`src/rtl/aabb_move_clearance_check_core_macros.svh`:
```
// Assertion macros for the AABB move clearance check core.
// Included by the top level; needs nothing else.
`ifndef AABB_MOVE_CLEARANCE_CHECK_CORE_MACROS_SVH
`define AABB_MOVE_CLEARANCE_CHECK_CORE_MACROS_SVH

// The consequent must hold in the same cycle as the antecedent.
`define AMCC_ASSERT_SAME(label, clk, rst_n, ante, cons) \
    label: assert property (@(posedge clk) disable iff (!rst_n) (ante) |-> (cons)) \
        else $error("amcc assertion failed");

// The consequent must hold in the cycle after the antecedent.
`define AMCC_ASSERT_NEXT(label, clk, rst_n, ante, cons) \
    label: assert property (@(posedge clk) disable iff (!rst_n) (ante) |=> (cons)) \
        else $error("amcc assertion failed");

`endif

```
`src/rtl/amcc_pkg.sv`:
```
// Shared types and codes for the AABB move clearance check core.
// No dependencies.
`timescale 1ns / 1ps
`default_nettype none

package amcc_pkg;

    typedef logic [1:0] kind_t;

    localparam kind_t KIND_OBSTACLE = 2'd0;
    localparam kind_t KIND_ENEMY    = 2'd1;
    localparam kind_t KIND_PLAYER   = 2'd2;

    localparam logic OP_WRITE = 1'b0;
    localparam logic OP_QUERY = 1'b1;

    localparam int CFG_INDEX_BITS = 2;
    localparam int WINDOW_BITS    = 16;

    localparam logic [CFG_INDEX_BITS-1:0] CFG_WINDOW_WIDTH  = 2'd0;
    localparam logic [CFG_INDEX_BITS-1:0] CFG_WINDOW_HEIGHT = 2'd1;

    typedef struct packed {
        logic is_player;
        logic has_self;
    } qflags_t;

endpackage

`default_nettype wire

```
`src/rtl/aabb_move_clearance_check_core.sv`:
```
// Top level of the AABB move clearance check: control, window registers and query state.
// Depends on amcc_pkg, amcc_table, amcc_overlap and the assertion macro header.
`timescale 1ns / 1ps
`default_nettype none

// After reset the block clears the entry table slot by slot and holds busy high meanwhile.
// A write beat is taken while idle and leaves busy low. A query beat keeps busy high through
// the window check and then a scan of the whole table, one table slot per cycle through
// the single read port of the entry memory; a query that leaves the window finishes after the
// check alone. The result appears with done high for exactly one cycle and must be taken then,
// as the block cannot be stalled; busy is already low in that cycle.
module aabb_move_clearance_check_core #(
    parameter int TABLE_SLOTS = 32,
    parameter int COORD_BITS  = 16
) (
    input  wire logic                                   clk,
    input  wire logic                                   rst_n,
    input  wire logic                                   start,
    output logic                                        busy,
    input  wire logic                                   op,
    input  wire logic [4:0]                             index,
    input  wire logic                                   entry_valid,
    input  wire amcc_pkg::kind_t                        entry_kind,
    input  wire logic signed [COORD_BITS-1:0]           pos_x,
    input  wire logic signed [COORD_BITS-1:0]           pos_y,
    input  wire logic        [COORD_BITS-2:0]           box_width,
    input  wire logic        [COORD_BITS-2:0]           box_height,
    input  wire logic                                   is_player,
    input  wire logic                                   has_self,
    input  wire logic signed [COORD_BITS-1:0]           self_x,
    input  wire logic signed [COORD_BITS-1:0]           self_y,
    output logic                                        done,
    output logic                                        allowed,
    output logic                                        out_of_bounds,
    input  wire logic                                   cfg_valid,
    output logic                                        cfg_ready,
    input  wire logic [amcc_pkg::CFG_INDEX_BITS-1:0]    cfg_index,
    input  wire logic [amcc_pkg::WINDOW_BITS-1:0]       cfg_data
);

    import amcc_pkg::*;

    localparam int ADDR_BITS = (TABLE_SLOTS > 1) ? $clog2(TABLE_SLOTS) : 1;
    localparam int WORD_BITS = 4 * COORD_BITS + 1;
    localparam int CMP_BITS  = ((COORD_BITS + 1) > (WINDOW_BITS + 1)) ?
                               (COORD_BITS + 2) : (WINDOW_BITS + 2);
    localparam logic [ADDR_BITS-1:0] LAST_SLOT = ADDR_BITS'(TABLE_SLOTS - 1);

    typedef enum logic [1:0] {
        ST_CLEAR,
        ST_IDLE,
        ST_CHECK,
        ST_SCAN
    } state_t;

    state_t                  state_reg;
    logic [ADDR_BITS-1:0]    cnt_reg;
    logic                    hit_reg;
    logic                    done_reg;
    logic                    allowed_reg;
    logic                    oob_reg;
    logic [WINDOW_BITS-1:0]  win_w_reg;
    logic [WINDOW_BITS-1:0]  win_h_reg;

    qflags_t                        q_flags_reg;
    logic signed [COORD_BITS-1:0]   q_x_reg;
    logic signed [COORD_BITS-1:0]   q_y_reg;
    logic signed [COORD_BITS:0]     q_right_reg;
    logic signed [COORD_BITS:0]     q_bottom_reg;
    logic signed [COORD_BITS-1:0]   self_x_reg;
    logic signed [COORD_BITS-1:0]   self_y_reg;

    logic                    accept;
    logic                    wr_item;
    logic                    idx_in_range;
    logic [31:0]             idx_ext;
    logic                    mem_we;
    logic [ADDR_BITS-1:0]    mem_waddr;
    logic [WORD_BITS-1:0]    mem_wdata;
    logic [ADDR_BITS-1:0]    mem_raddr;
    logic [WORD_BITS-1:0]    mem_rdata;
    logic signed [COORD_BITS:0] right_next;
    logic signed [COORD_BITS:0] bottom_next;
    logic signed [CMP_BITS-1:0] right_cmp;
    logic signed [CMP_BITS-1:0] bottom_cmp;
    logic signed [CMP_BITS-1:0] win_w_cmp;
    logic signed [CMP_BITS-1:0] win_h_cmp;
    logic                    oob_now;

    logic                           rd_valid;
    kind_t                          rd_kind;
    logic signed [COORD_BITS-1:0]   rd_x;
    logic signed [COORD_BITS-1:0]   rd_y;
    logic        [COORD_BITS-2:0]   rd_w;
    logic        [COORD_BITS-2:0]   rd_h;
    logic                           blocked;

    assign busy      = (state_reg != ST_IDLE);
    assign accept    = start && !busy;
    assign cfg_ready = 1'b1;

    assign idx_ext      = 32'(index);
    assign idx_in_range = (idx_ext < 32'(TABLE_SLOTS));
    assign wr_item      = accept && (op == OP_WRITE) && idx_in_range;

    always_comb
    begin
        if (state_reg == ST_CLEAR)
        begin
            mem_we    = 1'b1;
            mem_waddr = cnt_reg;
            mem_wdata = '0;
        end
        else
        begin
            mem_we    = wr_item;
            mem_waddr = idx_ext[ADDR_BITS-1:0];
            mem_wdata = {entry_valid, entry_kind, pos_x, pos_y, box_width, box_height};
        end
    end

    assign mem_raddr = (state_reg == ST_SCAN) ? (cnt_reg + 1'b1) : '0;

    amcc_table #(
        .DEPTH     (TABLE_SLOTS),
        .ADDR_BITS (ADDR_BITS),
        .DATA_BITS (WORD_BITS)
    ) u_table (
        .clk   (clk),
        .we    (mem_we),
        .waddr (mem_waddr),
        .wdata (mem_wdata),
        .raddr (mem_raddr),
        .rdata (mem_rdata)
    );

    assign {rd_valid, rd_kind, rd_x, rd_y, rd_w, rd_h} = mem_rdata;

    amcc_overlap #(
        .COORD_BITS (COORD_BITS)
    ) u_overlap (
        .q_flags_valid (state_reg == ST_SCAN),
        .q_flags       (q_flags_reg),
        .q_x           (q_x_reg),
        .q_y           (q_y_reg),
        .q_right       (q_right_reg),
        .q_bottom      (q_bottom_reg),
        .self_x        (self_x_reg),
        .self_y        (self_y_reg),
        .e_valid       (rd_valid),
        .e_kind        (rd_kind),
        .e_x           (rd_x),
        .e_y           (rd_y),
        .e_w           (rd_w),
        .e_h           (rd_h),
        .blocked       (blocked)
    );

    assign right_next  = (COORD_BITS+1)'(pos_x) + signed'((COORD_BITS+1)'(box_width));
    assign bottom_next = (COORD_BITS+1)'(pos_y) + signed'((COORD_BITS+1)'(box_height));

    assign right_cmp  = CMP_BITS'(q_right_reg);
    assign bottom_cmp = CMP_BITS'(q_bottom_reg);
    assign win_w_cmp  = signed'(CMP_BITS'(win_w_reg));
    assign win_h_cmp  = signed'(CMP_BITS'(win_h_reg));
    assign oob_now    = q_x_reg[COORD_BITS-1] || q_y_reg[COORD_BITS-1] ||
                        (right_cmp > win_w_cmp) || (bottom_cmp > win_h_cmp);

    always_ff @(posedge clk)
    begin
        if (accept && (op == OP_QUERY))
        begin
            q_flags_reg  <= '{is_player: is_player, has_self: has_self};
            q_x_reg      <= pos_x;
            q_y_reg      <= pos_y;
            q_right_reg  <= right_next;
            q_bottom_reg <= bottom_next;
            self_x_reg   <= self_x;
            self_y_reg   <= self_y;
        end
    end

    always_ff @(posedge clk or negedge rst_n)
    begin
        if (!rst_n)
        begin
            win_w_reg <= '1;
            win_h_reg <= '1;
        end
        else if (cfg_valid && cfg_ready)
        begin
            unique case (cfg_index)
                CFG_WINDOW_WIDTH:  win_w_reg <= cfg_data;
                CFG_WINDOW_HEIGHT: win_h_reg <= cfg_data;
                default:           ;
            endcase
        end
    end

    always_ff @(posedge clk or negedge rst_n)
    begin
        if (!rst_n)
        begin
            state_reg   <= ST_CLEAR;
            cnt_reg     <= '0;
            hit_reg     <= 1'b0;
            done_reg    <= 1'b0;
            allowed_reg <= 1'b0;
            oob_reg     <= 1'b0;
        end
        else
        begin
            done_reg <= ((state_reg == ST_CHECK) && oob_now) ||
                        ((state_reg == ST_SCAN) && (cnt_reg == LAST_SLOT));
            unique case (state_reg)
                ST_CLEAR:
                begin
                    if (cnt_reg == LAST_SLOT)
                    begin
                        state_reg <= ST_IDLE;
                        cnt_reg   <= '0;
                    end
                    else
                    begin
                        cnt_reg <= cnt_reg + 1'b1;
                    end
                end
                ST_IDLE:
                begin
                    if (accept && (op == OP_QUERY))
                    begin
                        state_reg <= ST_CHECK;
                    end
                end
                ST_CHECK:
                begin
                    cnt_reg <= '0;
                    hit_reg <= 1'b0;
                    if (oob_now)
                    begin
                        state_reg   <= ST_IDLE;
                        allowed_reg <= 1'b0;
                        oob_reg     <= 1'b1;
                    end
                    else
                    begin
                        state_reg <= ST_SCAN;
                    end
                end
                ST_SCAN:
                begin
                    if (cnt_reg == LAST_SLOT)
                    begin
                        state_reg   <= ST_IDLE;
                        cnt_reg     <= '0;
                        allowed_reg <= !(hit_reg || blocked);
                        oob_reg     <= 1'b0;
                    end
                    else
                    begin
                        cnt_reg <= cnt_reg + 1'b1;
                        hit_reg <= hit_reg || blocked;
                    end
                end
                default:
                begin
                    state_reg <= ST_IDLE;
                end
            endcase
        end
    end

    assign done          = done_reg;
    assign allowed       = allowed_reg;
    assign out_of_bounds = oob_reg;

`include "aabb_move_clearance_check_core_macros.svh"

    `AMCC_ASSERT_SAME(a_result_consistent, clk, rst_n, done_reg, !(allowed_reg && oob_reg))
    `AMCC_ASSERT_NEXT(a_no_double_result, clk, rst_n, done_reg, !done_reg)
    `AMCC_ASSERT_NEXT(a_query_goes_busy, clk, rst_n, accept && (op == OP_QUERY), busy)
    `AMCC_ASSERT_SAME(a_no_write_in_scan, clk, rst_n, state_reg == ST_SCAN, !mem_we)

endmodule

`default_nettype wire

```
`src/rtl/amcc_table.sv`:
```
// Entry table of the clearance check: one write port, one registered read port.
// Depends on nothing beyond its parameters.
`timescale 1ns / 1ps
`default_nettype none

module amcc_table #(
    parameter int DEPTH     = 32,
    parameter int ADDR_BITS = 5,
    parameter int DATA_BITS = 65
) (
    input  wire logic                 clk,
    input  wire logic                 we,
    input  wire logic [ADDR_BITS-1:0] waddr,
    input  wire logic [DATA_BITS-1:0] wdata,
    input  wire logic [ADDR_BITS-1:0] raddr,
    output logic      [DATA_BITS-1:0] rdata
);

    logic [DATA_BITS-1:0] mem [DEPTH];
    logic [DATA_BITS-1:0] rdata_reg;

    always_ff @(posedge clk)
    begin
        if (we)
        begin
            mem[waddr] <= wdata;
        end
        rdata_reg <= mem[raddr];
    end

    assign rdata = rdata_reg;

endmodule

`default_nettype wire

```
`src/rtl/amcc_overlap.sv`:
```
// Decides whether one stored entry blocks the query rectangle.
// Depends on amcc_pkg for the entry kinds and the query flags.
`timescale 1ns / 1ps
`default_nettype none

module amcc_overlap #(
    parameter int COORD_BITS = 16
) (
    input  wire logic                         q_flags_valid,
    input  wire amcc_pkg::qflags_t            q_flags,
    input  wire logic signed [COORD_BITS-1:0] q_x,
    input  wire logic signed [COORD_BITS-1:0] q_y,
    input  wire logic signed [COORD_BITS:0]   q_right,
    input  wire logic signed [COORD_BITS:0]   q_bottom,
    input  wire logic signed [COORD_BITS-1:0] self_x,
    input  wire logic signed [COORD_BITS-1:0] self_y,
    input  wire logic                         e_valid,
    input  wire amcc_pkg::kind_t              e_kind,
    input  wire logic signed [COORD_BITS-1:0] e_x,
    input  wire logic signed [COORD_BITS-1:0] e_y,
    input  wire logic        [COORD_BITS-2:0] e_w,
    input  wire logic        [COORD_BITS-2:0] e_h,
    output logic                              blocked
);

    import amcc_pkg::*;

    logic signed [COORD_BITS:0] qx_ext;
    logic signed [COORD_BITS:0] qy_ext;
    logic signed [COORD_BITS:0] ex_ext;
    logic signed [COORD_BITS:0] ey_ext;
    logic signed [COORD_BITS:0] e_right;
    logic signed [COORD_BITS:0] e_bottom;
    logic                       overlap;
    logic                       relevant;

    assign qx_ext   = (COORD_BITS+1)'(q_x);
    assign qy_ext   = (COORD_BITS+1)'(q_y);
    assign ex_ext   = (COORD_BITS+1)'(e_x);
    assign ey_ext   = (COORD_BITS+1)'(e_y);
    assign e_right  = ex_ext + signed'((COORD_BITS+1)'(e_w));
    assign e_bottom = ey_ext + signed'((COORD_BITS+1)'(e_h));

    assign overlap = !((q_right <= ex_ext) || (qx_ext >= e_right) ||
                       (q_bottom <= ey_ext) || (qy_ext >= e_bottom));

    always_comb
    begin
        case (e_kind)
            KIND_OBSTACLE: relevant = 1'b1;
            KIND_ENEMY:    relevant = !(q_flags.has_self && (e_x == self_x) && (e_y == self_y));
            KIND_PLAYER:   relevant = !q_flags.is_player;
            default:       relevant = 1'b0;
        endcase
    end

    assign blocked = q_flags_valid && e_valid && relevant && overlap;

endmodule

`default_nettype wire

```
`config.mk`:
```
export PLATFORM = sky130hd
export DESIGN_NAME = aabb_move_clearance_check_core
export DESIGN_NICKNAME = d
export VERILOG_FILES = /design/src/rtl/amcc_pkg.sv /design/src/rtl/aabb_move_clearance_check_core.sv /design/src/rtl/amcc_table.sv /design/src/rtl/amcc_overlap.sv
export VERILOG_INCLUDE_DIRS = /design/src /design/src/rtl
export SDC_FILE = /design/constraint.sdc
export NUM_CORES = 2
export LEC_CHECK = 0
export BUFFER_PORTS_ARGS = -buffer_cell sky130_fd_sc_hd__buf_2
export CORE_UTILIZATION = 40
export DETAILED_ROUTE_END_ITERATION = 16
export GPL_TIMING_DRIVEN = 0
export PLACE_DENSITY = 0.65
export SETUP_SLACK_MARGIN = 0.3
export SKIP_LAST_GASP = 1
export SLEW_MARGIN = 20
export SYNTH_ARGS = -nofsm -noshare
export SYNTH_HDL_FRONTEND = slang
export SYNTH_SLANG_ARGS = --single-unit
```
`constraint.sdc`:
```
create_clock -name clk -period 11.1 [get_ports clk]
set_input_delay 0.555 -clock clk [delete_from_list [all_inputs] [get_ports clk]]
set_output_delay 0.555 -clock clk [all_outputs]
set_load 0.01 [all_outputs]
```
==> impl_results.md <==
* Cells after synthesis at 4,752
* CTS max path bufs at 3
* Setup Skew at 0.0528 ns
* Slew margin rel. at 0.170
* Final Max Slew Viols at 0
* CTS Buf Count at 216
* # clock sinks at 2,288
* Synthesis-stage register bit count at 2,288
* Clock Latency Late Sink at 0.87 ns
* Power per cell area at 256 nW/um^2
* Fmax at 184 MHz
* Fill cell count at 18,349
* Largest net degree at the start of global routing at 73
* Final setup violation count at 0
* Average wire per standard cell at 30.7 um
* Input/output buffers at 130
* CORE AREA at 225,000 um^2
* RSZ-0062 raised after global routing: no
* Overall die height at 478 um
* Wire length on met2 at 126,000 um
* Commonest non-fill, non-tap cell in the layout: edfxtp_1
* Final WL at 261,000 um
* Sequential area share after synthesis at 0.749
* Max FFs per register at 2,080
* Crit path DAT at 6.20 ns
* Total Power at 27.2 mW
* CP required at 11.86 ns
* Period utilization at 0.491
* Maxcap violations at 0
* Final worst setup slack at 5.65 ns
* Final ANT Viol Nets at 0
* Final #Nets at 5,617
* Status: finished with violations
* Hold Crit Depth at 2
* Post-layout min period at 5.45 ns
* Number of remaining DRC errors at 6
* Avg Cell Area, Syn at 19.1 um^2
* IO Pins at 132
* Lkg Pwr at 34.4 nW
* Main synth FF type: edfxtp_1
* H-Tree Level Count at 4
* Initial DRC count at 5,839
* Number of post-CTS setup repair buffers at 0
* Detailed Place HPWL at 186,000 um
* Yosys top cell area share at 0.723
* Mapped Nets at 5,049
* Setup WS pre-CTS at 5.73 ns
* Highest routed layer: met5
* Die ar. at 228,000 um^2
* Syn-to-layout area delta at 17.4%
* Die width at 478 um
* Asr flop ratio synth at 0.0188
* Vias in the first global route at 50,547
* Worst Setup End Kind: flip-flop
* Layout cell share with drive strength beyond 1 at 0.238
* Synth warnings at 0
* Via count at 50,486
* Worst-Margin Slew at 1.24 ns
* EDFF count, synth at 2,180
* Worst VDD drop at 0.000233 V
* Largest area contributor in the netlist: edfxtp_1
* Global route overflow at 0
* Finished layout cell area at 106,000 um^2
* GRT Total Usage at 0.228
* Synthesized cell area at 90,600 um^2
* GP Congestion at 0.938
* Register-to-Register Path Depth at 19
* Largest cells by area after synthesis: edfxtp_1 (72%), mux4_2 (9.6%), o221ai_1 (2.5%), ha_1 (2.3%), o22ai_1 (1.8%)
* Root Buffer: clkbuf_16
* Crit Path Category: reg -> reg
* Crit-path max FO at 3
* Area after DPL at 98,600 um^2
* Initial Utilization at 0.403
* Vias per cell at 5.93
* Clock-pin slew on the worst setup and hold paths at 0.06 ns
* DR pass1 iterations at 12
* Final hold violations at 0
* Most frequent cells in the layout: edfxtp_1 (2,180), mux4_2 (386), o21ai_0 (317), o22ai_1 (262), o221ai_1 (261)
* Placement Rows at 174
* DRT met1 WL at 95,100 um
* CTS tree: built
* Yosys cell types at 63
* First-pass GRT wire length at 369,000 um
* Met3 WL at 21,500 um
* Antenna violations before repair at 23
* Violated checks: DRC
* Hold WC Path Type: in -> reg
* Startpoint types: flip-flop
[cell families after synthesis]
family                   synth area share
XOR/XNOR                          0.00851
other                           0.0000414
multiplexers                        0.108
adder cells (fa/ha/maj)            0.0238
buffers and inverters              0.0180
flip-flops                          0.749
AND/OR/NAND/NOR                    0.0191
AO/OA/AOI/OAI                      0.0732
[area by class of cell]
type                            instances  area [um^2]  share of cell area
Clock inverter                        125         1360              0.0128
Multi-Input combinational cell       2078        21600               0.203
Antenna cell                           19         47.5            0.000447
Clock buffer                          273         5750              0.0541
Tap cell                             2992         3740              0.0352
Buffer                                282         1270              0.0119
Sequential cell                      2288        67900               0.638
Inverter                              104          395             0.00372
Timing Repair Buffer                  350         4330              0.0408
[report_power, final]
group	switching, mW	total (mW)	internal, mW
Clock	3.24	7.41	4.17
Sequential	0.434	10.5	10.0
Combinational	5.47	9.31	3.84
[critical path: stages (launching register included)]
cell,delay [ns]
dfxtp_1,0.77
ha_1,0.32
inv_1,0.06
fa_1,0.40
nor2b_1,0.15
o21ai_0,0.10
a21boi_0,0.39
o211ai_1,0.23
nand3_1,0.14
a31oi_1,0.09
o21ai_0,0.28
xnor2_1,0.17
ha_1,0.26
nand4_1,0.07
nor2_1,0.07
o311ai_0,0.14
a41oi_1,0.25
nor4_1,0.45
o21ai_0,0.54
a32o_1,0.43
[path summary, 6_finish.rpt]
check,slack [ns],startpoint,endpoint
setup / recovery,5.65,u_table.rdata[46],allowed
hold / removal,0.06,box_height[0],q_bottom_reg[0]
setup reg to reg,5.65,u_table.rdata[46],allowed
hold reg to reg,0.52,allowed,allowed
max in group asynchronous,10.43,rst_n,win_h_reg[7]
min in group asynchronous,0.23,rst_n,state_reg[1]
[metrics by stage]
step                      cells  setup TNS (ns)  hold slack (ns)  utilization
final                      8511               0           0.0562        0.473
after global routing       8493               0           0.0265        0.473
after global placement     7874         -142.34            0.493        0.422
after detailed placement   8034               0            0.509        0.438
after CTS                  8492               0          0.00842        0.473
after floorplan            4752               0            0.259            -
[timing repair]
action,CTS,global route
hold endpoints to repair,71,0
hold buffers,60,0
gates resized for setup,0,0
[routing by layer]
| layer | GRT usage | up-vias |
|---|---|---|
| li1 | - | 21002 |
| met2 | 0.372 | 2516 |
| met3 | 0.0433 | 552 |
| met4 | 0.142 | 2 |
| met5 | 0 | - |
| met1 | 0.279 | 26414 |
[cells in the mapped netlist, drive strengths merged, types with 31 or more instances]
cell type  instances
a21oi             52
buf               94
clkbuf           188
dfstp             32
dfxtp             65
edfxtp          2180
ha               166
inv              104
mux2              84
mux4             390
nand2             68
nand3             31
nor2              73
nor2b             69
o21ai            317
o221ai           261
o22ai            262
xnor2             61
Power figures use the tool's default switching activity.
